--- config.mk ---
export PLATFORM = sky130hd
export DESIGN_NAME = cola_blend
export DESIGN_NICKNAME = d
export VERILOG_FILES = /design/src/rtl/cola_pkg.sv /design/src/rtl/cola_blend.sv
export SDC_FILE = /design/constraint.sdc
export NUM_CORES = 1
export LEC_CHECK = 0
export ABC_AREA = 1
export BUFFER_PORTS_ARGS = -buffer_cell sky130_fd_sc_hd__buf_2
export CAP_MARGIN = 20
export CORE_MARGIN = 2
export CORE_UTILIZATION = 40
export DETAILED_ROUTE_END_ITERATION = 10
export GPL_ROUTABILITY_DRIVEN = 0
export PLACE_DENSITY = 0.63
export SYNTH_ARGS = -nofsm -noshare
export SYNTH_HDL_FRONTEND = slang
export SYNTH_SLANG_ARGS = --single-unit
--- constraint.sdc ---
create_clock -name i_clk -period 4.3 [get_ports i_clk]
set_input_delay 0.215 -clock i_clk [delete_from_list [all_inputs] [get_ports i_clk]]
set_output_delay 0.215 -clock i_clk [all_outputs]
set_load 0.01 [all_outputs]
--- src/rtl/cola_pkg.sv ---
`default_nettype none
// ---------------------------------------------------------------------------
// cola_pkg: shared types and constants of the cursor overlay
// Field widths, register indexes, reset values and the divide-by-255 helper
// used by the overlay pipeline.
// ---------------------------------------------------------------------------
package cola_pkg;

    // Fixed field widths.
    localparam int IDX_W       = 12;
    localparam int ARGB_W      = 32;
    localparam int CH_W        = 8;
    localparam int POS_W       = 13;
    localparam int SIDE_CFG_W  = 7;
    localparam int DEPTH_CFG_W = 6;
    localparam int PROD_W      = 16;

    // Configuration port.
    localparam int CFG_IDX_W  = 3;
    localparam int CFG_DATA_W = 13;

    typedef enum logic [CFG_IDX_W-1:0] {
        CFG_CURSOR_LEFT   = 3'd0,
        CFG_CURSOR_TOP    = 3'd1,
        CFG_CURSOR_WIDTH  = 3'd2,
        CFG_CURSOR_HEIGHT = 3'd3,
        CFG_FRAME_WIDTH   = 3'd4,
        CFG_FRAME_HEIGHT  = 3'd5,
        CFG_PIXEL_DEPTH   = 3'd6
    } t_cfg_idx;

    // Register values after reset.
    localparam logic signed [POS_W-1:0] RST_CURSOR_LEFT   = 13'sd0;
    localparam logic signed [POS_W-1:0] RST_CURSOR_TOP    = 13'sd0;
    localparam logic [SIDE_CFG_W-1:0]   RST_CURSOR_WIDTH  = 7'd64;
    localparam logic [SIDE_CFG_W-1:0]   RST_CURSOR_HEIGHT = 7'd64;
    localparam logic [POS_W-1:0]        RST_FRAME_WIDTH   = 13'd1920;
    localparam logic [POS_W-1:0]        RST_FRAME_HEIGHT  = 13'd1080;
    localparam logic [DEPTH_CFG_W-1:0]  RST_PIXEL_DEPTH   = 6'd32;

    // Item kinds carried on tuser.
    localparam logic FUNC_LOAD  = 1'b0;
    localparam logic FUNC_PIXEL = 1'b1;

    // Pixel depths at which the cursor is blended.
    localparam logic [DEPTH_CFG_W-1:0] DEPTH_24 = 6'd24;
    localparam logic [DEPTH_CFG_W-1:0] DEPTH_32 = 6'd32;

    // Alpha end points and rounding offset.
    localparam logic [CH_W-1:0]   ALPHA_OPAQUE = 8'd255;
    localparam logic [CH_W-1:0]   ALPHA_CLEAR  = 8'd0;
    localparam logic [PROD_W-1:0] ROUND_HALF   = 16'd127;

    // Control flags of an item leaving the locate stage.
    typedef struct packed {
        logic valid;
        logic pix;
        logic hit;
        logic wr_ok;
    } t_stage_ctl;

    // Floor of x / 255 for x below 65280, by the reciprocal form
    // (x + (x >> 8) + 1) >> 8.
    function automatic logic [CH_W-1:0] div255(input logic [PROD_W-1:0] x);
        logic [PROD_W:0] s;
        s = {1'b0, x} + {9'd0, x[PROD_W-1:CH_W]} + 17'd1;
        return s[PROD_W-1:CH_W];
    endfunction

endpackage
`default_nettype wire

--- src/rtl/cola_blend.sv ---
`default_nettype none
// ---------------------------------------------------------------------------
// cola_blend: premultiplied alpha blend pipeline
// Aligns pixels with the cursor word from memory, scales frame channels by
// inverse alpha, divides by 255 with rounding, adds cursor channels; misses
// and alpha 0 pass, alpha 255 takes the cursor. Holds the output register.
// ---------------------------------------------------------------------------
module cola_blend #(
    parameter int COORD_BITS = 12
) (
    input  wire logic                        i_clk,
    input  wire logic                        i_rst_n,
    input  wire logic                        i_adv,
    input  wire cola_pkg::t_stage_ctl        i_a_ctl,
    input  wire logic [COORD_BITS-1:0]       i_a_column,
    input  wire logic [COORD_BITS-1:0]       i_a_row,
    input  wire logic [cola_pkg::CH_W-1:0]   i_a_c0,
    input  wire logic [cola_pkg::CH_W-1:0]   i_a_c1,
    input  wire logic [cola_pkg::CH_W-1:0]   i_a_c2,
    input  wire logic [cola_pkg::ARGB_W-1:0] i_rdata,
    output logic                             o_valid,
    output logic [COORD_BITS-1:0]            o_column,
    output logic [COORD_BITS-1:0]            o_row,
    output logic [cola_pkg::CH_W-1:0]        o_c0,
    output logic [cola_pkg::CH_W-1:0]        o_c1,
    output logic [cola_pkg::CH_W-1:0]        o_c2,
    output logic                             o_covered
);

    import cola_pkg::*;

    // Final selection of one channel.
    function automatic logic [CH_W-1:0] mix(
        input logic             hit,
        input logic             opaque,
        input logic             clear,
        input logic [CH_W-1:0]  cur,
        input logic [CH_W-1:0]  dst,
        input logic [PROD_W-1:0] prod
    );
        logic [CH_W-1:0] res;
        if (!hit || clear) begin
            res = dst;
        end else if (opaque) begin
            res = cur;
        end else begin
            res = cur + div255(prod);
        end
        return res;
    endfunction

    logic [CH_W-1:0]       w_alpha;
    logic [CH_W-1:0]       w_inv;

    logic                  r_b_valid;
    logic                  r_b_hit;
    logic [COORD_BITS-1:0] r_b_column;
    logic [COORD_BITS-1:0] r_b_row;
    logic [CH_W-1:0]       r_b_dst0;
    logic [CH_W-1:0]       r_b_dst1;
    logic [CH_W-1:0]       r_b_dst2;

    logic                  r_c_valid;
    logic                  r_c_hit;
    logic                  r_c_opaque;
    logic                  r_c_clear;
    logic [COORD_BITS-1:0] r_c_column;
    logic [COORD_BITS-1:0] r_c_row;
    logic [CH_W-1:0]       r_c_cur0;
    logic [CH_W-1:0]       r_c_cur1;
    logic [CH_W-1:0]       r_c_cur2;
    logic [CH_W-1:0]       r_c_dst0;
    logic [CH_W-1:0]       r_c_dst1;
    logic [CH_W-1:0]       r_c_dst2;
    logic [PROD_W-1:0]     r_c_prod0;
    logic [PROD_W-1:0]     r_c_prod1;
    logic [PROD_W-1:0]     r_c_prod2;

    logic                  r_d_valid;
    logic                  r_d_covered;
    logic [COORD_BITS-1:0] r_d_column;
    logic [COORD_BITS-1:0] r_d_row;
    logic [CH_W-1:0]       r_d_c0;
    logic [CH_W-1:0]       r_d_c1;
    logic [CH_W-1:0]       r_d_c2;

    // Valid bits; cursor loads leave the pipeline after the memory write.
    always_ff @(posedge i_clk) begin
        if (!i_rst_n) begin
            r_b_valid <= 1'b0;
            r_c_valid <= 1'b0;
            r_d_valid <= 1'b0;
        end else if (i_adv) begin
            r_b_valid <= i_a_ctl.valid && i_a_ctl.pix;
            r_c_valid <= r_b_valid;
            r_d_valid <= r_c_valid;
        end
    end

    // Memory read stage: the pixel waits beside the cursor word read.
    always_ff @(posedge i_clk) begin
        if (i_adv) begin
            r_b_hit    <= i_a_ctl.hit;
            r_b_column <= i_a_column;
            r_b_row    <= i_a_row;
            r_b_dst0   <= i_a_c0;
            r_b_dst1   <= i_a_c1;
            r_b_dst2   <= i_a_c2;
        end
    end

    // Scale stage: dst * (255 - alpha) + 127 for each channel.
    assign w_alpha = i_rdata[ARGB_W-1:3*CH_W];
    assign w_inv   = ALPHA_OPAQUE - w_alpha;

    always_ff @(posedge i_clk) begin
        if (i_adv) begin
            r_c_hit    <= r_b_hit;
            r_c_opaque <= (w_alpha == ALPHA_OPAQUE);
            r_c_clear  <= (w_alpha == ALPHA_CLEAR);
            r_c_column <= r_b_column;
            r_c_row    <= r_b_row;
            r_c_cur0   <= i_rdata[CH_W-1:0];
            r_c_cur1   <= i_rdata[2*CH_W-1:CH_W];
            r_c_cur2   <= i_rdata[3*CH_W-1:2*CH_W];
            r_c_dst0   <= r_b_dst0;
            r_c_dst1   <= r_b_dst1;
            r_c_dst2   <= r_b_dst2;
            r_c_prod0  <= PROD_W'(r_b_dst0) * PROD_W'(w_inv) + ROUND_HALF;
            r_c_prod1  <= PROD_W'(r_b_dst1) * PROD_W'(w_inv) + ROUND_HALF;
            r_c_prod2  <= PROD_W'(r_b_dst2) * PROD_W'(w_inv) + ROUND_HALF;
        end
    end

    // Output stage: divide by 255, add the cursor and pick the case.
    always_ff @(posedge i_clk) begin
        if (i_adv) begin
            r_d_covered <= r_c_hit;
            r_d_column  <= r_c_column;
            r_d_row     <= r_c_row;
            r_d_c0 <= mix(r_c_hit, r_c_opaque, r_c_clear, r_c_cur0, r_c_dst0, r_c_prod0);
            r_d_c1 <= mix(r_c_hit, r_c_opaque, r_c_clear, r_c_cur1, r_c_dst1, r_c_prod1);
            r_d_c2 <= mix(r_c_hit, r_c_opaque, r_c_clear, r_c_cur2, r_c_dst2, r_c_prod2);
        end
    end

    assign o_valid   = r_d_valid;
    assign o_covered = r_d_covered;
    assign o_column  = r_d_column;
    assign o_row     = r_d_row;
    assign o_c0      = r_d_c0;
    assign o_c1      = r_d_c1;
    assign o_c2      = r_d_c2;

    // A cursor load never turns into a pixel result.
    a_load_dropped: assert property (@(posedge i_clk) disable iff (!i_rst_n)
        (i_adv && i_a_ctl.valid && !i_a_ctl.pix) |=> !r_b_valid)
        else $error("cursor load entered the blend stages");

    // An opaque covered pixel takes the cursor's channel 0 and is marked covered.
    a_opaque_takes_cursor: assert property (@(posedge i_clk) disable iff (!i_rst_n)
        (i_adv && r_c_valid && r_c_hit && r_c_opaque)
        |=> (o_c0 == $past(r_c_cur0) && o_covered))
        else $error("opaque cursor pixel not copied to the output");

    // A pixel outside the cursor passes channel 1 unchanged, not marked covered.
    a_miss_passes: assert property (@(posedge i_clk) disable iff (!i_rst_n)
        (i_adv && r_c_valid && !r_c_hit)
        |=> (o_c1 == $past(r_c_dst1) && !o_covered))
        else $error("uncovered pixel was altered");

endmodule
`default_nettype wire
==> flow_metrics.env <==
export IMPL_area_delta_synth_final_pct=24.7
export IMPL_synthFlopType="sky130_fd_sc_hd__edfxtp_1"
export IMPL_post_synth_and_or_nand_nor_area_fraction_pct=12.6
export IMPL_postRouteAntennaNets=0
export IMPL_grt_antenna_before_repair=1
export IMPL_maximum_number_of_buffers_from_clock_root_to_sink=3
export IMPL_critPathMostFrequentCell="sky130_fd_sc_hd__inv_2"
export IMPL_switching_share_pct=40.0
export IMPL_dpl_hpwl_um=26900
export IMPL_synthesis_area_per_instance_um2=10.3
export IMPL_detail_route_wl_per_cell_um=15.7
export IMPL_drt_drc_violations_left=0
export IMPL_drive_gt1_share_pct=18.6
export IMPL_floorplan_io_pins=137
export IMPL_grt_ovfl_total=0
export IMPL_postSynthRegisterBits=224
export IMPL_cp_arrival_ps=4540
export IMPL_combinationalPowerShare_pct=53.7
export IMPL_critical_path_max_stage_delay_ps=550
export IMPL_ys_top_cells_by_count="sky130_fd_sc_hd__inv_1, sky130_fd_sc_hd__nand2_1, sky130_fd_sc_hd__edfxtp_1"
export IMPL_critical_path_slowest_cell="sky130_fd_sc_hd__fa_1"
export IMPL_vdd_drop_max_mv=0.360
export IMPL_wirelength_um=36900
export IMPL_drv_cap=0
export IMPL_detail_route_first_pass_iterations=5
export IMPL_num_vias=11400
export IMPL_worst_setup_hold_path_clk_slew_ps=80
export IMPL_slew_viol_final=0
export IMPL_synth_xor_xnor_area_share_pct=2.98
export IMPL_layout_nets=2167
export IMPL_finalCoreUtilization_pct=50.3
export IMPL_htree_levels=1
export IMPL_path_class="register to register"
export IMPL_critical_path_buf_inv_count=8
export IMPL_syn_inst=1508
export IMPL_tritoncts="built"
export IMPL_achievable_frequency_mhz=237
export IMPL_layoutNonFillerInstCount=2345
export IMPL_number_of_distinct_library_cells_after_synthesis=35
export IMPL_clock_root_buffer="sky130_fd_sc_hd__clkbuf_16"
export IMPL_synth_top_family_by_area="adder cells"
export IMPL_yosys_top_cells_area="sky130_fd_sc_hd__edfxtp_1, sky130_fd_sc_hd__fa_1, sky130_fd_sc_hd__ha_1"
export IMPL_cell_breakdown_of_the_critical_path="inv_2 > nor2_4 > fa_1 > inv_2 > fa_1 > inv_2 > fa_1 > inv_2 > fa_1 > inv_2 > ha_4 > nand2_1 > inv_1 > nand2_1 > nand2_2 > buf_4 > buf_4 > xor2_1"
export IMPL_finalCritPeriodShare_pct=98.1
export IMPL_muxShareOfSynthArea_pct=0
export IMPL_power_per_cell_area_nw_per_um2=624
export IMPL_slew_headroom_pct=31.5
export IMPL_floorplan_die_height_um=201
export IMPL_rsz0062_at_grt="yes"
export IMPL_netlist_area_leader_share_pct=42.7
export IMPL_minimum_clock_period_after_layout_ps=4220
export IMPL_tritoncts_buffers=25
export IMPL_min_delay_path_class="primary input to register"
export IMPL_first_global_vias=11600
export IMPL_placed_cells_incl_taps=2201
export IMPL_holdWs_ps=198
export IMPL_detail_route_iter0_violations=595
export IMPL_timing_worst_slew_pin_value_ps=1030
export IMPL_number_of_nets_in_the_synthesized_netlist=1868
export IMPL_start_util_pct=40.3
export IMPL_grt_start_max_net_pins=137
export IMPL_asyncSetResetFlopFracSynth_pct=0
export IMPL_synth_adder_area_share_pct=28.2
export IMPL_post_synth_top_count_cell="sky130_fd_sc_hd__inv_1"
export IMPL_timing_critical_path_from_type="register"
export IMPL_total_die_area_um2=40500
export IMPL_seqPwrFrac_pct=27.0
export IMPL_timing_critical_path_required_ps=4620
export IMPL_timing_final_setup_violations=0
export IMPL_floorplan_rows=72
export IMPL_area_fraction_in_compound_gates_after_synthesis_pct=5.65
export IMPL_total_clock_sinks=224
export IMPL_numPortBuffers=135
export IMPL_seq_area_frac_synth_pct=43.1
export IMPL_first_pass_grt_wire_length_um=59000
export IMPL_core_area_um2=38600
export IMPL_cp_max_fo=4
export IMPL_outcome="finished, final reports clean"
export IMPL_syn_cell_area_um2=15600
export IMPL_synthDominantAreaCellType="sky130_fd_sc_hd__edfxtp_1"
export IMPL_synthesis_warning_total=0
export IMPL_finalHoldViolations=0
export IMPL_critPathTopFamily="adder cells"
export IMPL_floorplan_die_width_um=201
export IMPL_n_fill_cell=3488
export IMPL_grt_usage_pct=18.3
export IMPL_clock_power_share_pct=19.2
export IMPL_p_leak_nw=9.22
export IMPL_clkLatencyLatePin_ps=580
export IMPL_cell_internal_pwr_mw=7.27
export IMPL_finClkSkew_ps=45.8
export IMPL_p_switching_mw=4.84
export IMPL_via_per_inst=4.85
export IMPL_critical_path_endpoint_type="register"
export IMPL_synth_edff_count=221
## final cells by class
class                      instances  area (um2)  share of cell area [%]
antenna                            1        2.50                  0.0129
inverter                         284        1070                    5.49
clock inverter                    21         267                    1.37
clock buffer                      25         626                    3.22
tap                              518         648                    3.34
multi-input combinational        973        7930                    40.9
timing repair buffer             299        2160                    11.2
sequential                       224        6700                    34.5
## layer usage
layer	wire, um	GRT usage, %
met5	0	0
met4	878	4.67
met3	2350	3.34
met2	17500	30.9
met1	16100	24.5
## cell usage in the layout (no fill, tap or decap), types with 7 or more instances in the layout
cell type,Yosys,layout
sky130_fd_sc_hd__a21oi_1,91,78
sky130_fd_sc_hd__a21oi_2,2,14
sky130_fd_sc_hd__buf_2,2,134
sky130_fd_sc_hd__buf_4,0,82
sky130_fd_sc_hd__clkbuf_16,0,25
sky130_fd_sc_hd__clkinv_1,2,7
sky130_fd_sc_hd__dlygate4sd3_1,0,76
sky130_fd_sc_hd__edfxtp_1,221,221
sky130_fd_sc_hd__fa_1,129,129
sky130_fd_sc_hd__ha_1,144,136
sky130_fd_sc_hd__ha_4,0,7
sky130_fd_sc_hd__inv_1,280,267
sky130_fd_sc_hd__inv_2,2,15
sky130_fd_sc_hd__nand2_1,237,226
sky130_fd_sc_hd__nand2_2,3,13
sky130_fd_sc_hd__nand3_1,37,37
sky130_fd_sc_hd__nand4_1,17,17
sky130_fd_sc_hd__nor2_1,181,175
sky130_fd_sc_hd__nor2_2,3,8
sky130_fd_sc_hd__o21ai_0,40,34
sky130_fd_sc_hd__xnor2_1,11,10
sky130_fd_sc_hd__xor2_1,42,42
## stage by stage
stage	setup TNS, ps	total power [mW]	area (um2)	setup WS, ps
finish	0	12.1	19400	80.6
global route	-200	13.2	19400	-44.7
CTS	0	11.5	19000	11.2
detailed placement	-7.54	9.06	17300	-7.54
global placement	0	8.92	17300	31.8
floorplan	0	7.39	15600	108
## power groups by stage
stage          registers [mW]  logic (mW)  clock network [mW]
2_1_floorplan            3.23        4.16                   0
3_3_place_gp             3.31        5.61                   0
3_5_place_dp             3.32        5.74                   0
4_1_cts                  3.28        5.86                2.39
5_1_grt                  3.31        7.43                2.46
6_report                 3.28        6.51                2.33
## kinds of logic after synthesis
logic type	count (synthesis)
and+or+nand+nor	486
DFF	224
adders and majority gates	273
AOI/OAI and AO/OA	161
xor gates and xnor gates	53
buffers and inverters	311
## worst paths after layout
kind         slack (ps)   startpoint           end  depth (start not counted)
max                  80  r_b_dst0[3]  r_c_prod0[8]                         18
max reg2reg          80  r_b_dst0[3]  r_c_prod0[8]                         18
min reg2reg         420   r_c_row[0]      o_row[0]                          0
min                 200  i_rdata[29]    r_c_opaque                          4
## what timing repair did
action,4_1_cts,5_1_grt
hold endpoints to repair,76,0
setup endpoints to repair,1,23
buffers inserted,1,20
resized for setup,0,69
hold buffers,76,0
pin swaps,0,15
## worst reg2reg max path, cell delays in order (launching register included)
cell and delay [ps]:
sky130_fd_sc_hd__edfxtp_1 520, sky130_fd_sc_hd__inv_2 170, sky130_fd_sc_hd__nor2_4 50, sky130_fd_sc_hd__fa_1 550
sky130_fd_sc_hd__inv_2 40, sky130_fd_sc_hd__fa_1 490, sky130_fd_sc_hd__inv_2 40, sky130_fd_sc_hd__fa_1 540
sky130_fd_sc_hd__inv_2 50, sky130_fd_sc_hd__fa_1 540, sky130_fd_sc_hd__inv_2 60, sky130_fd_sc_hd__ha_4 250
sky130_fd_sc_hd__nand2_1 70, sky130_fd_sc_hd__inv_1 60, sky130_fd_sc_hd__nand2_1 90, sky130_fd_sc_hd__nand2_2 70
sky130_fd_sc_hd__buf_4 140, sky130_fd_sc_hd__buf_4 130, sky130_fd_sc_hd__xor2_1 150
## flip-flops by register name (all words and copies together) (netlist names), 12 cells and up
signal and cells:
r_c_prod0 16, r_c_column 12, r_b_column 12, o_column 12, r_c_row 12, r_c_prod1 16, r_b_row 12, r_c_prod2 16
o_row 12
No activity file was read; power rests on OpenSTA's default activity.
