[config.mk]
export PLATFORM = sky130hd
export DESIGN_NAME = cola_locate
export DESIGN_NICKNAME = d
export VERILOG_FILES = /design/src/rtl/cola_pkg.sv /design/src/rtl/cola_locate.sv
export SDC_FILE = /design/constraint.sdc
export NUM_CORES = 1
export LEC_CHECK = 0
export BUFFER_PORTS_ARGS = -buffer_cell sky130_fd_sc_hd__buf_4
export CAP_MARGIN = 20
export CORE_MARGIN = 2
export CORE_UTILIZATION = 33
export CTS_CLUSTER_DIAMETER = 40
export DETAILED_ROUTE_END_ITERATION = 8
export PLACE_DENSITY = 0.68
export RECOVER_POWER = 50
export SYNTH_ARGS = -nofsm -noshare
export SYNTH_HDL_FRONTEND = slang
export SYNTH_SLANG_ARGS = --single-unit
[constraint.sdc]
create_clock -name i_clk -period 7.4 [get_ports i_clk]
set_input_delay 0 -clock i_clk [delete_from_list [all_inputs] [get_ports i_clk]]
set_output_delay 0 -clock i_clk [all_outputs]
set_load 0.005 [all_outputs]
[src/rtl/cola_pkg.sv]
`default_nettype none
// ---------------------------------------------------------------------------
// cola_pkg: shared types and constants of the cursor overlay
// Field widths, register indexes, reset values and the divide-by-255 helper
// used by the overlay pipeline.
// ---------------------------------------------------------------------------
package cola_pkg;

    // Fixed field widths.
    localparam int IDX_W       = 12;
    localparam int ARGB_W      = 32;
    localparam int CH_W        = 8;
    localparam int POS_W       = 13;
    localparam int SIDE_CFG_W  = 7;
    localparam int DEPTH_CFG_W = 6;
    localparam int PROD_W      = 16;

    // Configuration port.
    localparam int CFG_IDX_W  = 3;
    localparam int CFG_DATA_W = 13;

    typedef enum logic [CFG_IDX_W-1:0] {
        CFG_CURSOR_LEFT   = 3'd0,
        CFG_CURSOR_TOP    = 3'd1,
        CFG_CURSOR_WIDTH  = 3'd2,
        CFG_CURSOR_HEIGHT = 3'd3,
        CFG_FRAME_WIDTH   = 3'd4,
        CFG_FRAME_HEIGHT  = 3'd5,
        CFG_PIXEL_DEPTH   = 3'd6
    } t_cfg_idx;

    // Register values after reset.
    localparam logic signed [POS_W-1:0] RST_CURSOR_LEFT   = 13'sd0;
    localparam logic signed [POS_W-1:0] RST_CURSOR_TOP    = 13'sd0;
    localparam logic [SIDE_CFG_W-1:0]   RST_CURSOR_WIDTH  = 7'd64;
    localparam logic [SIDE_CFG_W-1:0]   RST_CURSOR_HEIGHT = 7'd64;
    localparam logic [POS_W-1:0]        RST_FRAME_WIDTH   = 13'd1920;
    localparam logic [POS_W-1:0]        RST_FRAME_HEIGHT  = 13'd1080;
    localparam logic [DEPTH_CFG_W-1:0]  RST_PIXEL_DEPTH   = 6'd32;

    // Item kinds carried on tuser.
    localparam logic FUNC_LOAD  = 1'b0;
    localparam logic FUNC_PIXEL = 1'b1;

    // Pixel depths at which the cursor is blended.
    localparam logic [DEPTH_CFG_W-1:0] DEPTH_24 = 6'd24;
    localparam logic [DEPTH_CFG_W-1:0] DEPTH_32 = 6'd32;

    // Alpha end points and rounding offset.
    localparam logic [CH_W-1:0]   ALPHA_OPAQUE = 8'd255;
    localparam logic [CH_W-1:0]   ALPHA_CLEAR  = 8'd0;
    localparam logic [PROD_W-1:0] ROUND_HALF   = 16'd127;

    // Control flags of an item leaving the locate stage.
    typedef struct packed {
        logic valid;
        logic pix;
        logic hit;
        logic wr_ok;
    } t_stage_ctl;

    // Floor of x / 255 for x below 65280, by the reciprocal form
    // (x + (x >> 8) + 1) >> 8.
    function automatic logic [CH_W-1:0] div255(input logic [PROD_W-1:0] x);
        logic [PROD_W:0] s;
        s = {1'b0, x} + {9'd0, x[PROD_W-1:CH_W]} + 17'd1;
        return s[PROD_W-1:CH_W];
    endfunction

endpackage
`default_nettype wire

[src/rtl/cola_locate.sv]
`default_nettype none
// ---------------------------------------------------------------------------
// cola_locate: input stage and cursor address generation
// Registers each accepted item together with its position relative to the
// cursor rectangle, then forms the cursor memory address for pixels and the
// write address for cursor loads.
// ---------------------------------------------------------------------------
module cola_locate #(
    parameter int CURSOR_MAX_SIDE = 64,
    parameter int COORD_BITS      = 12
) (
    input  wire logic                                  i_clk,
    input  wire logic                                  i_rst_n,
    input  wire logic                                  i_adv,
    input  wire logic                                  i_accept,
    input  wire logic                                  i_func,
    input  wire logic [cola_pkg::IDX_W-1:0]            i_cursor_index,
    input  wire logic [cola_pkg::ARGB_W-1:0]           i_cursor_argb,
    input  wire logic [COORD_BITS-1:0]                 i_column,
    input  wire logic [COORD_BITS-1:0]                 i_row,
    input  wire logic [cola_pkg::CH_W-1:0]             i_c0,
    input  wire logic [cola_pkg::CH_W-1:0]             i_c1,
    input  wire logic [cola_pkg::CH_W-1:0]             i_c2,
    input  wire logic signed [cola_pkg::POS_W-1:0]     i_cursor_left,
    input  wire logic signed [cola_pkg::POS_W-1:0]     i_cursor_top,
    input  wire logic [cola_pkg::SIDE_CFG_W-1:0]       i_cursor_width,
    input  wire logic [cola_pkg::SIDE_CFG_W-1:0]       i_cursor_height,
    input  wire logic [cola_pkg::POS_W-1:0]            i_frame_width,
    input  wire logic [cola_pkg::POS_W-1:0]            i_frame_height,
    input  wire logic [cola_pkg::DEPTH_CFG_W-1:0]      i_pixel_depth,
    output cola_pkg::t_stage_ctl                       o_ctl,
    output logic [$clog2(CURSOR_MAX_SIDE*CURSOR_MAX_SIDE)-1:0] o_wr_addr,
    output logic [$clog2(CURSOR_MAX_SIDE*CURSOR_MAX_SIDE)-1:0] o_rd_addr,
    output logic [cola_pkg::ARGB_W-1:0]                o_argb,
    output logic [COORD_BITS-1:0]                      o_column,
    output logic [COORD_BITS-1:0]                      o_row,
    output logic [cola_pkg::CH_W-1:0]                  o_c0,
    output logic [cola_pkg::CH_W-1:0]                  o_c1,
    output logic [cola_pkg::CH_W-1:0]                  o_c2
);

    import cola_pkg::*;

    localparam int DEPTH   = CURSOR_MAX_SIDE * CURSOR_MAX_SIDE;
    localparam int ADDR_W  = $clog2(DEPTH);
    localparam int OFS_W   = $clog2(CURSOR_MAX_SIDE);
    localparam int SIDE_W  = $clog2(CURSOR_MAX_SIDE + 1);
    localparam int CMP_W   = (SIDE_W > SIDE_CFG_W) ? SIDE_W : SIDE_CFG_W;
    localparam int FR_W    = ((COORD_BITS > POS_W) ? COORD_BITS : POS_W) + 1;
    localparam int DIF_W   = FR_W + 1;
    localparam int IDXX_W  = ((IDX_W > ADDR_W) ? IDX_W : ADDR_W) + 1;
    localparam int MUL_W   = OFS_W + SIDE_W;

    // Cursor sides above the store's side are taken at the store's side.
    function automatic logic [SIDE_W-1:0] clamp_side(input logic [SIDE_CFG_W-1:0] s);
        logic [CMP_W-1:0] e;
        e = CMP_W'(s);
        return (e > CMP_W'(CURSOR_MAX_SIDE)) ? SIDE_W'(CURSOR_MAX_SIDE) : SIDE_W'(e);
    endfunction

    logic [SIDE_W-1:0]        w_cw;
    logic [SIDE_W-1:0]        w_ch;
    logic signed [DIF_W-1:0]  w_dx;
    logic signed [DIF_W-1:0]  w_dy;
    logic                     w_in_frame;
    logic                     w_in_cursor;
    logic                     w_depth_ok;
    logic                     w_hit;
    logic [IDXX_W-1:0]        w_idx_ext;
    logic                     w_wr_ok;
    logic [MUL_W-1:0]         w_addr;

    logic                     r_valid;
    logic                     r_pix;
    logic                     r_hit;
    logic                     r_wr_ok;
    logic [ADDR_W-1:0]        r_wr_addr;
    logic [ARGB_W-1:0]        r_argb;
    logic [OFS_W-1:0]         r_dx;
    logic [OFS_W-1:0]         r_dy;
    logic [SIDE_W-1:0]        r_cw;
    logic [COORD_BITS-1:0]    r_column;
    logic [COORD_BITS-1:0]    r_row;
    logic [CH_W-1:0]          r_c0;
    logic [CH_W-1:0]          r_c1;
    logic [CH_W-1:0]          r_c2;

    // Position of the incoming pixel relative to the cursor and the frame.
    assign w_cw = clamp_side(i_cursor_width);
    assign w_ch = clamp_side(i_cursor_height);
    assign w_dx = $signed({1'b0, FR_W'(i_column)}) - DIF_W'(i_cursor_left);
    assign w_dy = $signed({1'b0, FR_W'(i_row)}) - DIF_W'(i_cursor_top);

    assign w_in_frame  = (FR_W'(i_column) < FR_W'(i_frame_width)) &&
                         (FR_W'(i_row) < FR_W'(i_frame_height));
    assign w_in_cursor = !w_dx[DIF_W-1] && !w_dy[DIF_W-1] &&
                         ($unsigned(w_dx) < DIF_W'(w_cw)) &&
                         ($unsigned(w_dy) < DIF_W'(w_ch));
    assign w_depth_ok  = (i_pixel_depth == DEPTH_24) || (i_pixel_depth == DEPTH_32);
    assign w_hit       = w_in_frame && w_in_cursor && w_depth_ok;

    // Loads beyond the store are dropped.
    assign w_idx_ext = IDXX_W'(i_cursor_index);
    assign w_wr_ok   = (w_idx_ext < IDXX_W'(DEPTH));

    // Stage valid bit.
    always_ff @(posedge i_clk) begin
        if (!i_rst_n) begin
            r_valid <= 1'b0;
        end else if (i_adv) begin
            r_valid <= i_accept;
        end
    end

    // Stage payload.
    always_ff @(posedge i_clk) begin
        if (i_adv) begin
            r_pix     <= (i_func == FUNC_PIXEL);
            r_hit     <= w_hit;
            r_wr_ok   <= w_wr_ok;
            r_wr_addr <= w_idx_ext[ADDR_W-1:0];
            r_argb    <= i_cursor_argb;
            r_dx      <= w_dx[OFS_W-1:0];
            r_dy      <= w_dy[OFS_W-1:0];
            r_cw      <= w_cw;
            r_column  <= i_column;
            r_row     <= i_row;
            r_c0      <= i_c0;
            r_c1      <= i_c1;
            r_c2      <= i_c2;
        end
    end

    // Cursor memory address of the pixel: row offset times width plus column.
    assign w_addr = MUL_W'(r_dy) * MUL_W'(r_cw) + MUL_W'(r_dx);

    assign o_ctl     = '{valid: r_valid, pix: r_pix, hit: r_hit, wr_ok: r_wr_ok};
    assign o_wr_addr = r_wr_addr;
    assign o_rd_addr = w_addr[ADDR_W-1:0];
    assign o_argb    = r_argb;
    assign o_column  = r_column;
    assign o_row     = r_row;
    assign o_c0      = r_c0;
    assign o_c1      = r_c1;
    assign o_c2      = r_c2;

endmodule
`default_nettype wire

==> results of run 1 <==
-- cell usage in the layout (no fill, tap or decap), types with 20 or more instances in the layout --
| master | synthesis | routed |
|---|---|---|
| buf_4 | 4 | 165 |
| edfxtp_1 | 113 | 113 |
| dlygate4sd3_1 | 0 | 101 |
| inv_1 | 92 | 92 |
| ha_1 | 88 | 88 |
| clkbuf_4 | 0 | 83 |
| and2_1 | 35 | 35 |
| nand2_1 | 32 | 32 |
| a21oi_1 | 32 | 32 |
| clkbuf_1 | 1 | 28 |
| fa_1 | 25 | 25 |
| xnor2_1 | 21 | 21 |
| nor2_1 | 20 | 20 |
| o21ai_0 | 20 | 20 |
-- kinds of logic (layout without fill, tap and decap cells) --
| logic type | after synthesis | count (layout) | share of synthesized area (%) |
|---|---|---|---|
| simple gates | 139 | 139 | 10.6 |
| flops | 114 | 114 | 48.3 |
| fa+ha+maj | 113 | 113 | 22.7 |
| compound gates | 102 | 102 | 9.35 |
| buf+inv | 101 | 502 | 5.63 |
| xor+xnor | 24 | 24 | 2.98 |
| mux | 3 | 3 | 0.443 |
| other cells | 1 | 2 | 0.0531 |
-- metal layers --
layer	GRT usage (%)	routed length (µm)	part of all wire [%]	vias up
met5	0	0	0	-
met4	6.37	498	2.4	0
met3	4.09	913	4.4	26
met2	33.3	10900	52	137
met1	22.5	8660	41	2714
li1	-	-	-	2890
-- power by group through the flow --
| stage | sequential [µW] | combinational (µW) | clock, µW |
|---|---|---|---|
| finish | 803 | 1130 | 802 |
| global placement | 812 | 1090 | 0 |
| global route | 809 | 1270 | 849 |
| detailed placement | 815 | 1110 | 0 |
| CTS | 802 | 1160 | 821 |
| floorplan | 813 | 621 | 0 |
-- final timing paths --
check,startpoint,to,slack (ns)
setup / recovery,r_dy[2]$_DFFE_PP_,o_rd_addr[11],2.61
hold / removal,i_cursor_top[0],r_dy[0]$_DFFE_PP_,0.03
setup reg to reg,r_valid$_SDFFE_PN0P_,r_valid$_SDFFE_PN0P_,6.26
hold reg to reg,r_valid$_SDFFE_PN0P_,r_valid$_SDFFE_PN0P_,1.07
-- flip-flops by register name (all words and copies together), names as in the netlist --
register and cells:
o_argb 32, r_dy 6, o_row 12, o_c0 8, r_dx 6, r_cw 7
o_column 12, r_pix 1, o_c2 8, r_valid 1, o_c1 8, o_wr_addr 12
r_hit 1
-- through the flow --
step	utilization [%]	power [µW]	hold WS [ns]	setup slack [ns]	area (µm²)
finish	51.9	2730	0.0338	2.61	10900
global route	51.9	2930	0.0203	2.33	10900
CTS	52.4	2780	0.0238	2.54	11000
detailed placement	44.9	1920	0.179	2.98	9430
global placement	44.9	1910	0.178	3.02	9430
floorplan	-	1430	0.0989	3.32	7060
-- worst min-delay path, stage by stage --
cell and delay (ns):
buf_4 0.08, ha_1 0.13, inv_1 0.05
-- layout make-up --
type	count	area (µm²)
multi-input cells	382	3250
well taps	275	344
flip-flops and latches	114	3410
diodes	1	2.50
fillers	1877	10100
repair buffers	377	2980
clock inverters	15	149
inverters	93	349
clock buffers	17	425
==> metrics, run 1 <==
placed cell count=1140; Clock Tree Buf Depth=2; EDFF count, synth=approximately 110; max-slew violations=slightly above 50; crit path kind=flop to output port; initial core utilization=33.6%; nets@finish=1267; RSZ-0062 raised after global routing=no; port bufs=275; power density over cell area=between 200 and 300 nW/µm²; vias in the first global route=6068; Rel. slew slack=-90.9%; hold crit path type=input port to flop; CTS tree=done; number of synthesized register bits=114; Post-Syn Area=7060 µm²; post-synth top area share=around half; syn_area_per_cell=11.8 µm²; Setup Buffers After CTS=0; final-report setup violation count=0; Post-Syn Instances=597; Total GRT Usage=18.8%; Worst setup EP type=output port; critical path depth=18; Site Rows=between 50 and 60; cts hold-fix bufs=101; Hold Crit Depth=3; Via-to-Cell Ratio=4.53; outcome=finished, violations left; most common cell in the netlist=edfxtp_1; CP required=7.40 ns; post-cts sizing count=0; Synth Warn #=0; GR Overflow Total=0; Routed WL=21000 µm; DRT Pass-1 Iters=4; initial antenna violation count=1; Max Fclk=roughly 210 MHz; clk sinks=between 100 and 150; Sw Pwr=slightly below 900 µW; Final Skew=0 ns; Clock power frac=29.4%; Die Wd=150 µm; Worst path slowest cell=fa_1; sequential area share after synthesis=48.3%; final std cells w/o fill=1274; Comb pwr share=41.3%; DRC viols=0; largest stage delay on the critical path=around 0.53 ns; largest net degree at the start of global routing=66; critical-path cell list=and2_1 > fa_1 > inv_1 > fa_1 > inv_1 > fa_1 > inv_1 > fa_1 > inv_1 > ha_1 > nor2b_1 > o21a_1 > o21ai_0 > nand2b_1 > a21oi_1 > o21ai_0 > xnor2_1 > buf_4; ys flop type=edfxtp_1; endpoints failing hold=0; GPL Wtd Cong=approximately 0.85; num ports=277; DP Wirelength=between 15000 and 20000 µm; synth top area cells=edfxtp_1 48%, ha_1 16%, fa_1 7.1%; Pint=1860 µW; leak pwr=0.00504 µW; Die H=about 150 µm; setup TNS=0 ns; crit path launch type=flop; Final ANT Viol Nets=0; crit path time final=4.79 ns; async set-reset flop share out of synthesis=0%; IR drop worst, VDD=0.172 mV; Max Cap Violations=1; Buf/Inv on CP=5; First DRT Iteration DRCs=226; Switching Share=about a third; post-synthesis cell type count=58; Seq pwr share=29.4%; die area=between 20000 and 25000 µm²; core area=21000 µm²; Worst Reg-to-Reg Cells=3; CTS buffer count=17; layout cells sized above 1=28.7%; failing checks=capacitance limit, slew limit; Synth-to-Final Area Change=54.5%; top cells by count, synth=113 x edfxtp_1, 92 x inv_1, 88 x ha_1; Synth area leader=edfxtp_1; final critical-path share of the clock period=64.7%; vias=5767; CP top delay family=adder cells; H-tree depth=4; critical path arrival=around 4.8 ns; Max FO, Critical Path=7; CTS root buf=clkbuf_16; first-pass GRT wire length=31900 µm; net count after synthesis=879; WL per Instance=16.4 µm; worst slew pin tran=2.86 ns; clk_lat worst skew=0.41 ns; Reg clk slew, reported paths=0.05 ns
No activity file was read; power rests on OpenSTA's default activity.
==> inputs of run 2 (changes only) <==
Settings changed: PLACE_DENSITY 0.68 to 0.7.
Clock period 7.4 ns to 4.2 ns, I/O delays scaled along.
==> run 2 against run 1 <==
Compared with the run above: the run ends with capacitance limit, slew limit, setup timing left; global-route usage up 0.83 points; sequential power is 74% higher; first-iteration DRC count is 37% higher; count of clock-buffer cells in the layout is 1 higher; cell area up 2.8%; non-clock buffer count rose by 23; register-to-register slack got worse by 3.3 ns; largest cell class unchanged.
==> metrics, run 2 (synthesis results as in run 1) <==
CTS tree=done (unchanged); final critical-path share of the clock period=106%; Die Wd=150 µm (unchanged); first-pass GRT wire length=33300 µm (was 31900 µm); Total Power=5320 µW (was 2730 µW); commonest non-fill, non-tap cells in the layout=187 x buf_4, 113 x edfxtp_1, 102 x dlygate4sd3_1 (was 165 x buf_4, 113 x edfxtp_1, 101 x dlygate4sd3_1); Die H=150 µm (unchanged); WHS=0.0505 ns (was 0.0338 ns); initial core utilization=33.6% (unchanged); Final Skew=0 ns (unchanged); CTS root buf=clkbuf_16 (unchanged); vias=5957 (was 5767); Max FO, Critical Path=2 (was 7); Site Rows=53 (unchanged); hold crit path type=input port to flop (unchanged); CTS buffer count=17 (unchanged); crit path time final=4.46 ns; Via-to-Cell Ratio=4.59 (was 4.53); core area=21000 µm² (unchanged); port bufs=275 (unchanged); most used cell, CP=fa_1; Pint=3620 µW (was 1860 µW); Switching Share=31.9% (was 31.8%); largest net degree at the start of global routing=52 (was 66); num ports=277 (unchanged); failing checks=capacitance limit, slew limit, setup timing (was capacitance limit, slew limit); CP required=4.20 ns (was 7.40 ns); critical-path cell list=and2_4 > fa_1 > inv_1 > fa_1 > inv_2 > fa_1 > inv_1 > fa_1 > inv_2 > ha_4 > nor2b_4 > o21a_1 > o21ai_1 > nand2b_1 > a21oi_2 > buf_4 > xnor2_2 > buf_4 (was and2_1 > fa_1 > inv_1 > fa_1 > inv_1 > fa_1 > inv_1 > fa_1 > inv_1 > ha_1 > nor2b_1 > o21a_1 > o21ai_0 > nand2b_1 > a21oi_1 > o21ai_0 > xnor2_1 > buf_4); First DRT Iteration DRCs=310 (was 226); GPL Wtd Cong=0.867 (was 0.851); Reg clk slew, reported paths=0.05 ns (about the same); Final ANT Viol Nets=0 (unchanged); Total GRT Usage=19.6% (was 18.8%); outcome=finished, violations left (unchanged); Final Instance Area=11200 µm² (was 10900 µm²); layout cells sized above 1=31.7% (was 28.7%); RSZ-0062 raised after global routing=yes (was no); Placed Area=9560 µm² (was 9430 µm²); leak pwr=0.00517 µW (was 0.00504 µW); DRC viols=0 (unchanged); crit path kind=flop to output port (unchanged); Fillers=1842 (was 1877); clk_lat worst skew=0.42 ns (was 0.41 ns); die area=22600 µm² (unchanged); Sw Pwr=1690 µW (was 870 µW); Buf/Inv on CP=6 (was 5); critical path arrival=4.46 ns (was 4.79 ns); placed cell count=1157 (was 1140); clk sinks=114 (unchanged); DP Wirelength=16500 µm (was 16300 µm); endpoints failing hold=0 (unchanged); leading cell type in the layout, fill and taps excluded=buf_4 (unchanged); initial antenna violation count=2 (was 1); IR drop worst, VDD=0.323 mV (was 0.172 mV); WL per Instance=16.6 µm (was 16.4 µm); Max Cap Violations=1 (unchanged); Clock Tree Buf Depth=2 (unchanged); Largest register FFs=32 (unchanged); nets@finish=1290 (was 1267); Max Fclk=224 MHz; power density over cell area=474 nW/µm² (was 250 nW/µm²); largest stage delay on the critical path=0.52 ns (was 0.53 ns); max-slew violations=52 (was 51); Place WS=-0.126 ns (was 2.98 ns); vias in the first global route=6277 (was 6068); Worst Slack Setup Final=-0.261 ns (was 2.61 ns); CP top delay family=adder cells (unchanged); Worst R2R Setup Slack=2.97 ns (was 6.26 ns); Synth-to-Final Area Change=58.7% (was 54.5%); Seq pwr share=26.4% (was 29.4%); Routed WL=21600 µm (was 21000 µm); Rel. slew slack=-89.1% (was -90.9%); Worst path slowest cell=fa_1 (unchanged); DRT Pass-1 Iters=4 (unchanged); final std cells w/o fill=1298 (was 1274); worst slew pin tran=2.84 ns (was 2.86 ns); H-tree depth=4 (unchanged); Comb pwr share=46.3% (was 41.3%); Clock power frac=27.3% (was 29.4%); Worst setup EP type=output port (unchanged); crit path launch type=flop (unchanged); GR Overflow Total=0 (unchanged); final-report setup violation count=3 (was 0)
[run 2: changes by cell type in the layout (fill, tap and decap cells not counted), sizes merged]
cell         change
dlygate4sd3      +1
diode            +1
clkinv           -1
buf             +24
clkbuf           -1
clkinvlp         +2
inv              -3
bufinv           +1
[run 2: cell type report]
class | count | area [µm²] | area share [%]
inverter | 93 | 349 | 3.11
antenna | 2 | 5.00 | 0.0446
tap | 275 | 344 | 3.07
clock buffer | 18 | 429 | 3.83
sequential | 114 | 3410 | 30.4
multi-input combinational | 382 | 3370 | 30.1
clock inverter | 14 | 154 | 1.37
timing repair buffer | 400 | 3150 | 28.1
[run 2: repair_timing]
| item | CTS | global route |
|---|---|---|
| endpoints found under the setup margin | 6 | 7 |
| buffers inserted | 2 | 4 |
| gates resized for setup | 17 | 12 |
| hold endpoints to repair | 101 | 0 |
| pin swaps | 12 | 24 |
| hold buffers | 102 | 0 |
[run 2: final timing paths]
path,startpoint,endpoint,cells after the start
max,r_cw[4]$_DFFE_PP_,o_rd_addr[9],18
min,i_cursor_left[0],r_dx[0]$_DFFE_PP_,3
max reg2reg,r_valid$_SDFFE_PN0P_,r_valid$_SDFFE_PN0P_,3
min reg2reg,r_valid$_SDFFE_PN0P_,r_valid$_SDFFE_PN0P_,3
[run 2: metal layers]
layer	vias to the layer above	global-route usage, %	part of all wire (%)
met5	-	0	0
met3	39	4.24	5.1
li1	2942	-	-
met2	165	34.0	52
met1	2811	23.5	40
met4	0	8.35	2.4
[run 2: stage by stage]
step	TNS, ns	util, %
after global routing	-1.54	53.3
after floorplan	0	-
final	-0.644	53.3
after CTS	-1.09	53.5
after detailed placement	-0.231	45.5
after global placement	-0.0713	45.5
[run 2: worst reg2reg max path, stage by stage, from the launching register on]
cell and delay, ns:
dfxtp_1 0.35, mux2i_1 0.08, nor2b_1 0.20, dlygate4sd3_1 0.56
[run 2: power groups by stage]
stage	logic, µW	registers, µW	clock network, µW
after floorplan	1090	1430	0
after global placement	2060	1420	0
after detailed placement	2100	1430	0
after CTS	2410	1400	1490
after global routing	2740	1410	1530
final	2460	1400	1450
